File: src/rtl/csfw_pkg.sv
// shared types and constants for the counting semaphore with fifo wait queue
package csfw_pkg;

  // fixed field widths
  localparam int IN_ID_W  = 8;
  localparam int COUNT_W  = 4;
  localparam int STATUS_W = 3;

  localparam logic [COUNT_W-1:0] COUNT_MAX      = '1;
  localparam logic [COUNT_W-1:0] INIT_COUNT_RST = 4'd5;

  // parameter defaults
  localparam int HOLDER_SLOTS_DEF = 8;
  localparam int WAIT_DEPTH_DEF   = 16;
  localparam int ID_BITS_DEF      = 8;

  typedef enum logic {
    OP_REQUEST = 1'b0,
    OP_RELEASE = 1'b1
  } op_t;

  typedef enum logic [STATUS_W-1:0] {
    ST_GRANTED  = 3'd0,
    ST_QUEUED   = 3'd1,
    ST_DROPPED  = 3'd2,
    ST_COUNT_UP = 3'd3,
    ST_HANDED   = 3'd4,
    ST_IGNORED  = 3'd5
  } status_t;

  // control from the semaphore core to the wait queue
  typedef struct packed {
    logic push;
    logic pop;
    logic clear;
  } waitq_ctl_t;

endpackage

File: src/rtl/csfw_waitq.sv
// fifo wait queue with the oldest id held ready in a register
module csfw_waitq #(
  parameter int WAIT_DEPTH = csfw_pkg::WAIT_DEPTH_DEF,
  parameter int ID_BITS    = csfw_pkg::ID_BITS_DEF
) (
  input  logic                               clk,
  input  logic                               rst_n,
  input  csfw_pkg::waitq_ctl_t               ctl,
  input  logic [ID_BITS-1:0]                 push_id,
  output logic [$clog2(WAIT_DEPTH+1)-1:0]    fill,
  output logic [ID_BITS-1:0]                 front_id
);

  localparam int PTR_W  = $clog2(WAIT_DEPTH);
  localparam int FILL_W = $clog2(WAIT_DEPTH + 1);
  localparam logic [PTR_W-1:0] PTR_LAST = PTR_W'(WAIT_DEPTH - 1);

  logic [ID_BITS-1:0] mem [WAIT_DEPTH];
  logic [PTR_W-1:0]   head_r, head_nxt;
  logic [PTR_W-1:0]   tail_r, tail_nxt;
  logic [FILL_W-1:0]  fill_r, fill_nxt;
  logic [ID_BITS-1:0] rd_r;
  logic               push_en;
  logic               pop_en;

  assign push_en = ctl.push && !ctl.clear;
  assign pop_en  = ctl.pop && !ctl.clear;

  always_comb begin
    head_nxt = head_r;
    tail_nxt = tail_r;
    fill_nxt = fill_r;
    if (ctl.clear) begin
      head_nxt = '0;
      tail_nxt = '0;
      fill_nxt = '0;
    end else if (push_en) begin
      tail_nxt = (tail_r == PTR_LAST) ? '0 : tail_r + 1'b1;
      fill_nxt = fill_r + 1'b1;
    end else if (pop_en) begin
      head_nxt = (head_r == PTR_LAST) ? '0 : head_r + 1'b1;
      fill_nxt = fill_r - 1'b1;
    end
  end

  always_ff @(posedge clk) begin
    if (!rst_n) begin
      head_r <= '0;
      tail_r <= '0;
      fill_r <= '0;
    end else begin
      head_r <= head_nxt;
      tail_r <= tail_nxt;
      fill_r <= fill_nxt;
    end
  end

  // read ahead at the next head; a push into an empty queue bypasses the array
  always_ff @(posedge clk) begin
    if (push_en) begin
      mem[tail_r] <= push_id;
    end
    if (push_en && tail_r == head_nxt) begin
      rd_r <= push_id;
    end else begin
      rd_r <= mem[head_nxt];
    end
  end

  assign fill     = fill_r;
  assign front_id = rd_r;

endmodule

File: src/rtl/counting_semaphore_fifo_wait.sv
// counting semaphore top level: input register, holder table, result register
//
// Usage:
//   A request (in_op = 0) or release (in_op = 1) with in_requester_id is taken
//   at a rising edge where start is high and busy is low. busy is high only in
//   a cycle where cfg_we writes a new initial count, which restarts the
//   semaphore with that count and empties the holder table and wait queue.
//   Each request gives exactly one result via the input and result registers:
//   out_valid is high for one cycle with out_status, out_wake_valid,
//   out_wake_id and out_free_units. The receiver cannot hold results off.
//   A new request may be taken in every cycle; the holder search, the count
//   update and the queue push or pop all settle in the one execute cycle
//   between the input register and the result register, so the next request
//   already sees the updated state.
//   Reset (rst_n low at a clock edge) restores a count of 5, clears all
//   holders and the wait queue, and drops any request in flight.
module counting_semaphore_fifo_wait #(
  parameter int HOLDER_SLOTS = csfw_pkg::HOLDER_SLOTS_DEF,
  parameter int WAIT_DEPTH   = csfw_pkg::WAIT_DEPTH_DEF,
  parameter int ID_BITS      = csfw_pkg::ID_BITS_DEF
) (
  input  logic                              clk,
  input  logic                              rst_n,
  input  logic                              start,
  output logic                              busy,
  input  logic                              in_op,
  input  logic [csfw_pkg::IN_ID_W-1:0]      in_requester_id,
  input  logic                              cfg_we,
  input  logic [csfw_pkg::COUNT_W-1:0]      cfg_data,
  output logic                              out_valid,
  output logic [csfw_pkg::STATUS_W-1:0]     out_status,
  output logic                              out_wake_valid,
  output logic [csfw_pkg::IN_ID_W-1:0]      out_wake_id,
  output logic [csfw_pkg::COUNT_W-1:0]      out_free_units
);

  localparam int HIDX_W = (HOLDER_SLOTS > 1) ? $clog2(HOLDER_SLOTS) : 1;
  localparam int FILL_W = $clog2(WAIT_DEPTH + 1);
  localparam int EXT_W  = (ID_BITS > csfw_pkg::IN_ID_W) ? ID_BITS : csfw_pkg::IN_ID_W;

  // input register
  logic               in_vld_r;
  logic               op_r;
  logic [ID_BITS-1:0] id_r;
  logic [EXT_W-1:0]   in_id_ext;
  logic               accept;

  // semaphore state
  logic [csfw_pkg::COUNT_W-1:0] free_r, free_nxt;
  logic [HOLDER_SLOTS-1:0]      hvalid_r;
  logic [ID_BITS-1:0]           hid_r [HOLDER_SLOTS];

  // search and update
  logic              empty_found, match_found;
  logic [HIDX_W-1:0] empty_idx, match_idx;
  logic              hwr, hset, hclr;
  logic [HIDX_W-1:0] hwr_idx;
  logic [ID_BITS-1:0] hwr_id;

  csfw_pkg::waitq_ctl_t wq_ctl;
  logic [FILL_W-1:0]    wq_fill;
  logic [ID_BITS-1:0]   wq_front;
  logic [EXT_W-1:0]     wake_ext;

  // result
  csfw_pkg::status_t             status_nxt;
  logic                          wake_valid_nxt;
  logic [csfw_pkg::IN_ID_W-1:0]  wake_id_nxt;
  logic                          out_valid_r;
  logic [csfw_pkg::STATUS_W-1:0] out_status_r;
  logic                          out_wake_valid_r;
  logic [csfw_pkg::IN_ID_W-1:0]  out_wake_id_r;
  logic [csfw_pkg::COUNT_W-1:0]  out_free_units_r;

  assign busy      = cfg_we;
  assign accept    = start && !busy;
  assign in_id_ext = EXT_W'(in_requester_id);

  always_ff @(posedge clk) begin
    if (!rst_n) begin
      in_vld_r <= 1'b0;
    end else begin
      in_vld_r <= accept;
    end
  end

  always_ff @(posedge clk) begin
    if (accept) begin
      op_r <= in_op;
      id_r <= in_id_ext[ID_BITS-1:0];
    end
  end

  // lowest empty slot and lowest slot held by this id
  always_comb begin
    empty_found = 1'b0;
    empty_idx   = '0;
    match_found = 1'b0;
    match_idx   = '0;
    for (int i = HOLDER_SLOTS - 1; i >= 0; i--) begin
      if (!hvalid_r[i]) begin
        empty_found = 1'b1;
        empty_idx   = HIDX_W'(i);
      end
      if (hvalid_r[i] && hid_r[i] == id_r) begin
        match_found = 1'b1;
        match_idx   = HIDX_W'(i);
      end
    end
  end

  assign wake_ext = EXT_W'(wq_front);

  always_comb begin
    status_nxt     = csfw_pkg::ST_GRANTED;
    wake_valid_nxt = 1'b0;
    wake_id_nxt    = '0;
    free_nxt       = free_r;
    hwr            = 1'b0;
    hset           = 1'b0;
    hclr           = 1'b0;
    hwr_idx        = empty_idx;
    hwr_id         = id_r;
    wq_ctl         = '0;
    wq_ctl.clear   = cfg_we;
    if (in_vld_r) begin
      if (op_r == csfw_pkg::OP_REQUEST) begin
        if (free_r != '0 && empty_found) begin
          status_nxt = csfw_pkg::ST_GRANTED;
          free_nxt   = free_r - 1'b1;
          hwr        = 1'b1;
          hset       = 1'b1;
        end else if (wq_fill < FILL_W'(WAIT_DEPTH)) begin
          status_nxt  = csfw_pkg::ST_QUEUED;
          wq_ctl.push = 1'b1;
        end else begin
          status_nxt = csfw_pkg::ST_DROPPED;
        end
      end else begin
        hwr_idx = match_idx;
        if (!match_found) begin
          status_nxt = csfw_pkg::ST_IGNORED;
        end else if (wq_fill != '0) begin
          // oldest waiter takes over the released slot
          status_nxt     = csfw_pkg::ST_HANDED;
          wq_ctl.pop     = 1'b1;
          hwr            = 1'b1;
          hwr_id         = wq_front;
          wake_valid_nxt = 1'b1;
          wake_id_nxt    = wake_ext[csfw_pkg::IN_ID_W-1:0];
        end else begin
          status_nxt = csfw_pkg::ST_COUNT_UP;
          hclr       = 1'b1;
          free_nxt   = (free_r == csfw_pkg::COUNT_MAX) ? free_r : free_r + 1'b1;
        end
      end
    end
  end

  always_ff @(posedge clk) begin
    if (!rst_n) begin
      free_r      <= csfw_pkg::INIT_COUNT_RST;
      hvalid_r    <= '0;
      out_valid_r <= 1'b0;
    end else begin
      out_valid_r <= in_vld_r;
      if (cfg_we) begin
        free_r   <= cfg_data;
        hvalid_r <= '0;
      end else begin
        free_r <= free_nxt;
        if (hset) begin
          hvalid_r[hwr_idx] <= 1'b1;
        end
        if (hclr) begin
          hvalid_r[hwr_idx] <= 1'b0;
        end
      end
    end
  end

  always_ff @(posedge clk) begin
    if (hwr && !cfg_we) begin
      hid_r[hwr_idx] <= hwr_id;
    end
  end

  always_ff @(posedge clk) begin
    out_status_r     <= status_nxt;
    out_wake_valid_r <= wake_valid_nxt;
    out_wake_id_r    <= wake_id_nxt;
    out_free_units_r <= free_nxt;
  end

  csfw_waitq #(
    .WAIT_DEPTH (WAIT_DEPTH),
    .ID_BITS    (ID_BITS)
  ) u_waitq (
    .clk      (clk),
    .rst_n    (rst_n),
    .ctl      (wq_ctl),
    .push_id  (id_r),
    .fill     (wq_fill),
    .front_id (wq_front)
  );

  assign out_valid      = out_valid_r;
  assign out_status     = out_status_r;
  assign out_wake_valid = out_wake_valid_r;
  assign out_wake_id    = out_wake_id_r;
  assign out_free_units = out_free_units_r;

endmodule

File: config.mk
export PLATFORM = sky130hd
export DESIGN_NAME = counting_semaphore_fifo_wait
export DESIGN_NICKNAME = d
export VERILOG_FILES = /design/src/rtl/csfw_pkg.sv /design/src/rtl/csfw_waitq.sv /design/src/rtl/counting_semaphore_fifo_wait.sv
export SDC_FILE = /design/constraint.sdc
export NUM_CORES = 1
export LEC_CHECK = 0
export BUFFER_PORTS_ARGS = -buffer_cell sky130_fd_sc_hd__buf_2
export CAP_MARGIN = 20
export CORE_MARGIN = 1.5
export CORE_UTILIZATION = 35
export CTS_CLUSTER_SIZE = 30
export DETAILED_ROUTE_END_ITERATION = 6
export SYNTH_ARGS = -nofsm -noshare
export SYNTH_HDL_FRONTEND = slang
export SYNTH_SLANG_ARGS = --single-unit
export TNS_END_PERCENT = 10
File: constraint.sdc
create_clock -name clk -period 3 [get_ports clk]
set_clock_uncertainty 0.2 [all_clocks]
set_input_delay 0.45 -clock clk [delete_from_list [all_inputs] [get_ports clk]]
set_output_delay 0.45 -clock clk [all_outputs]
set_load 0.01 [all_outputs]
# Yosys cells after proc, flatten, opt, wreduce, memory -nomap -nowiden
# Memory sizes are Yosys's and may differ from the RTL's. A register that Yosys moved wholly into a read port is not among the register bits.
# Cells that the tools add are included.
[classes]
n_reduce_logical = 20
n_bitwise = 4
muxes = 83
n_lt_le_gt_ge = 3
n_eq_ne = 11
n_addsub = 6
[ops]
columns = ["op", "count"]
rows = [
  ["8-bit == test", 8],
  ["8-bit 2-to-1 mux", 8],
  ["3-bit 2-to-1 mux", 21],
  ["4-bit 2-to-1 mux", 12],
  ["1-bit 2-to-1 mux", 36],
  ["1-bit logical AND", 14],
  ["4-bit by 1-bit adder with 4-bit output (second input constant)", 3],
  ["4-bit == test (second input constant)", 3],
  ["5-bit 2-to-1 mux", 2],
  ["8-bit bitwise AND", 1],
  ["8-bit inverter", 1],
  ["8-bit bitwise OR", 1],
  ["2-bit 2-to-1 mux", 3],
  ["5-bit by 1-bit adder with 5-bit output (second input constant)", 1],
  ["5-bit less-than comparator (second input constant)", 1],
  ["5-bit nonzero test", 1],
  ["5-bit by 1-bit subtractor with 5-bit output (second input constant)", 1],
  ["3-bit by 4-bit less-than comparator with 1-bit output (second input constant)", 1],
  ["4-bit AND reduction", 1],
  ["4-bit nonzero test", 1],
  ["4-bit by 1-bit subtractor with 4-bit output (second input constant)", 1],
  ["1-bit demux with 3-bit select", 1],
  ["3-bit by 1-bit >= comparator with 1-bit output (second input constant)", 1],
  ["2-bit nonzero test", 1],
  ["other kinds (3)", 3],
]
[totals]
ff_bits = 52
mem_count = 2
output_inout_bits = 18
word_cells = 142
ramBits = 192
[mem_list]
columns = ["memory", "words", "width", "read_ports", "rd_clocked_by_memory_dff", "wr", "line", "text"]
rows = [
  ["u_waitq.mem", 16, 8, 1, 1, 1, "csfw_waitq.sv:18", "logic [ID_BITS-1:0] mem [WAIT_DEPTH];"],
  ["hid_r", 8, 8, 8, 0, 1, "counting_semaphore_fifo_wait.sv:51", "logic [ID_BITS-1:0] hid_r [HOLDER_SLOTS];"],
]

# Logic depth before layout (Yosys ltp)
# An unclocked memory read counts as a cell.
[logic_depth]
word_depth = 23
ltp_mapped = 16
depth_no_buf = 14

# By module
# From an unflattened synthesis, not the netlist that was laid out.
[hier_totals]
hier_cells = 672
area_unflattened_um2 = 10456.3
[modules_own_cells]
columns = ["module", "cells_each", "n_inst", "area_per_inst_um2"]
rows = [
  ["csfw_waitq", 314, 1, 5825.6],
  ["counting_semaphore_fifo_wait", 358, 1, 4630.7],
]

# Worst setup path after synthesis
# Ideal clock, no wire load.
[synth_path]
path_kind = "flip-flop to flip-flop"
start = "register id_r[6]"
end = "memory hid_r[3][0] (netlist bit) (enable)"
path_stages_with_launch = 10
required_time_ps = 2427
path_buffers = 1
arrival_time_ps = 2708
setup_ps = 373
synth_period_minus_slack_ps = 3281
setup_slack_ps = -281
path_cell_list = "edfxtp_1 > buf_6 > xnor2_1 > nand3_1 > or3_1 > o21ai_1 > a21oi_1 > o31a_1 > or4b_4 > nor2b_1"
[synth_between]
elab_chain_cells = 16
word_cells_on_any_way = 40
cone_classes = "8 x eq/ne; 23 x mux; 9 x reduce/logical"
[synth_rtl]
columns = ["element", "line", "text"]
rows = [
  ["start, declared", "counting_semaphore_fifo_wait.sv:44", "logic [ID_BITS-1:0] id_r;"],
  ["start signal, assigned", "counting_semaphore_fifo_wait.sv:90", "id_r <= in_id_ext[ID_BITS-1:0];"],
  ["8-bit == test", "counting_semaphore_fifo_wait.sv:105", "if (hvalid_r[i] && hid_r[i] == id_r) begin"],
  ["1-bit logical AND", "counting_semaphore_fifo_wait.sv:105", ""],
  ["1-bit 2-to-1 mux (8 in a row)", "counting_semaphore_fifo_wait.sv:105", ""],
  ["1-bit 2-to-1 mux", "counting_semaphore_fifo_wait.sv:141", "if (!match_found) begin"],
  ["1-bit 2-to-1 mux", "counting_semaphore_fifo_wait.sv:127", "if (op_r == csfw_pkg::OP_REQUEST) begin"],
  ["1-bit 2-to-1 mux", "counting_semaphore_fifo_wait.sv:126", "if (in_vld_r) begin"],
  ["1-bit logical AND", "counting_semaphore_fifo_wait.sv:183", "if (hwr && !cfg_we) begin"],
  ["1-bit 2-to-1 mux", "counting_semaphore_fifo_wait.sv:183", ""],
  ["1-bit 2-to-1 mux (implied by the code)", "counting_semaphore_fifo_wait.sv:184", "hid_r[hwr_idx] <= hwr_id;"],
  ["end, declared", "counting_semaphore_fifo_wait.sv:51", ""],
]
# Parallel ways exist; a longest one is shown, timed or not.

# Worst setup path in the final report
[layout_path]
start = "register id_r[4]"
end = "memory hid_r[0][2] (netlist bit) (enable)"
# The elaborated chain is that of the path after synthesis.

==> flow_summary.json <==
{
  "synthMuxAreaShare": 0.0937,
  "vias": 5877,
  "critPathKind": "register to register",
  "drt-initial-drc-count": 404,
  "min_delay_path_depth": 4,
  "cts_tree": "yes",
  "cts_buffers": 26,
  "power-per-cell-area_mw_per_mm2": 572,
  "hold_viol": 0,
  "viasPerCell": 4.90,
  "syn_nets": 671,
  "slowest_stage": "or4b_4",
  "n_antenna_cell": 0,
  "dpl.hpwl_mm": 15.7,
  "grt_overflow_total": 0,
  "antenna_found_initial": 0,
  "cts.sinks": 248,
  "fmax_mhz": 308,
  "h-tree-depth": 1,
  "cts-root-buf": "clkbuf_16",
  "critical-path-top-delay-family": "simple AND/OR/NAND/NOR gates",
  "drc_errors": 0,
  "grt_pass1_vias": 5944,
  "die-area_sq_mm": 0.0303,
  "max_cap_viol_count": 0,
  "drive_gt1_frac": 0.349,
  "cts_buffer_depth": 3,
  "rsz0062_at_grt": "true",
  "clk_pin_slew_ns": 0.06,
  "grt_usage": 0.154,
  "cp.depth": 10,
  "outcome": "complete, but fails checks",
  "numPortBuffers": 34,
  "synth.largest_area_cell": "edfxtp_1",
  "synth-edff-count": 201,
  "ys_ff_latch": 248,
  "synth_top_family_by_area": "multiplexers",
  "drt-total-wl_mm": 23.2,
  "die_h_um": 174,
  "slew_viol_final": 0,
  "synth_warnings": 0,
  "die_w_um": 174,
  "fin_util": 0.453,
  "yosysMostFrequentCell": "edfxtp_1",
  "grt_max_degree": 33,
  "synth_async_sr_flop_share": 0,
  "critPathRequiredTime_ns": 3.00,
  "synthTopCellsByArea": "edfxtp_1, dfxtp_1, mux4_2, xnor2_1, nor2_1",
  "crit_path_end_kind": "register",
  "ff_latch_area_sq_mm": 0.00698,
  "critPathBufInv": 2,
  "ys_seq_area_frac": 0.680,
  "rows": 62,
  "ir_drop_uv": 385,
  "crit_top_cell": "buf_6",
  "crit_arrival_ns": 3.24,
  "fin_crit_ns": 3.24,
  "grt_pass1_wl_mm": 35.7,
  "setup_ws_ns": -0.244,
  "pin_count": 35,
  "slowest_delay_ns": 0.65,
  "power_w": 0.00746,
  "final_nets": 824,
  "rr_worst_depth": 10,
  "synth_top_area_share": 0.588,
  "wl_per_cell_um": 19.3,
  "synth_common_cells": "edfxtp_1, xnor2_1, dfxtp_1, nor2_1, mux4_2",
  "setup_violations": 138,
  "n_fill_cell": 2491,
  "min_period_over_period": 1.08,
  "synthFlopType": "edfxtp_1",
  "path_cells": "buf_6 > buf_6 > xnor2_2 > nand4_1 > or3_1 > and4_4 > nand2_4 > a31oi_4 > or4b_4 > nor2b_4",
  "synth_compound_area_frac": 0.0503,
  "synthSimpleGateAreaFrac": 0.0799,
  "initial_utilization": 0.356,
  "post-place-ws_ns": -0.228,
  "relSlewSlack": 0.305,
  "synth_area_sq_mm": 0.0103,
  "startpoint_type": "register",
  "ant_nets": 0,
  "syn_inst": 643,
  "synthAdderAreaFrac": 0.0141,
  "critPathMaxFanout": 8,
  "syn_to_final_growth_pct": 27.1,
  "avgSynthCellArea_sq_um": 16.0,
  "total_leakage_power_nw": 4.48,
  "clk_latency_ns": 0.52,
  "hp-class": "input port to register",
  "yosysUniqueCellTypes": 65,
  "gp_congestion": 0.794,
  "multi_input_area_sq_mm": 0.00334,
  "synthXorXnorAreaFrac": 0.0598,
  "dr.pass1.iters": 5,
  "core_sq_mm": 0.0288,
  "max_slew.worst_pin.slew_ns": 1.04,
  "violations": "negative setup slack"
}
-- routing by layer --
metal | GRT usage | up-vias | wire, um
li1 | - | 2774 | -
met1 | 0.216 | 2945 | 10500
met2 | 0.254 | 137 | 11200
met3 | 0.0252 | 21 | 1140
met4 | 0.0327 | 0 | 294
met5 | 0 | - | 0
-- cells in the final DEF (no fill, tap or decap), types with 6 or more instances in the layout --
cell type,Yosys,layout
clkbuf_16,0,27
mux4_2,40,40
nand3_1,12,12
xor2_1,18,18
a21o_1,12,12
buf_12,0,11
ha_1,10,10
nand4_1,11,11
xnor2_1,52,46
edfxtp_1,201,201
dfxtp_1,47,46
buf_4,3,87
buf_6,7,8
dlygate4sd3_1,0,13
and2_4,0,7
inv_1,11,10
mux2i_1,6,6
nor2_1,45,42
clkbuf_1,10,6
nor2b_4,0,7
xnor2_2,0,6
nor3_1,12,9
buf_2,5,34
nand2_1,22,21
a211oi_1,9,7
a21oi_1,18,17
o21ai_0,6,6
-- area by class of cell --
cell class | count | share of cell area
flip-flops and latches | 248 | 0.535
multi-input cells | 353 | 0.256
repair buffers | 154 | 0.0981
clock buffers | 37 | 0.0578
well taps | 384 | 0.0368
clock inverters | 11 | 0.0123
inverters | 13 | 0.00393
-- sequential cells by signal, summed over array words and instances, names as in the netlist, named ones only --
name	flops
free_r	4
hid_r	64
hvalid_r	8
id_r	8
in_vld_r	1
op_r	1
out_free_units	4
out_status	3
out_valid	1
out_wake_id	8
out_wake_valid	1
u_waitq.fill	5
u_waitq.head_r	4
u_waitq.mem	128
u_waitq.tail_r	4
-- logic make-up after synthesis --
group | count (synthesis)
compound gates | 73
flops | 248
xor+xnor | 70
simple gates | 153
fa+ha+maj | 11
buf+inv | 42
mux | 46
-- through the flow --
step                hold slack [ns]  TNS [ns]  cells  area, sq um
detailed placement            0.326    -17.16   1134        11700
global route                 0.0470    -29.28   1200        13000
global placement              0.315    -14.10   1134        11700
finish                       0.0165    -16.81   1200        13000
floorplan                     0.290     -2.09    643        10400
CTS                        0.000646    -12.15   1197        12900
-- worst paths after layout --
kind | startpoint | to | slack, ns
worst max register to register | id_r[4]$_DFFE_PP_ | hid_r[0][2]$_DFFE_PP_ | -0.24
worst min-delay path | cfg_data[0] | free_r[0]$_SDFF_PN1_ | 0.02
worst max-delay path | id_r[4]$_DFFE_PP_ | hid_r[0][2]$_DFFE_PP_ | -0.24
worst min register to register | u_waitq.fill[3]$_SDFFE_PP0P_ | u_waitq.fill[3]$_SDFFE_PP0P_ | 0.33
-- what timing repair did --
action / CTS / global route
hold buffers: 13 / 0
buffers inserted: 2 / 3
setup endpoints to repair: 138 / 149
resized for setup: 24 / 27
pin swaps: 8 / 14
hold endpoints to repair: 12 / 0
-- worst register-to-register path: stages, from the launching register on --
cell	delay (ns)
edfxtp_1	0.45
buf_6	0.17
buf_6	0.11
xnor2_2	0.11
nand4_1	0.15
or3_1	0.41
and4_4	0.22
nand2_4	0.09
a31oi_4	0.08
or4b_4	0.65
nor2b_4	0.29
-- where the power goes --
| part | switching, W | internal [W] | total (W) |
|---|---|---|---|
| sequential | 0.0000149 | 0.00375 | 0.00376 |
| combinational | 0.000183 | 0.000159 | 0.000342 |
| clock | 0.00127 | 0.00209 | 0.00336 |
| total | 0.00147 | 0.00599 | 0.00746 |
Note: power is estimated with default switching activity, not from simulation.
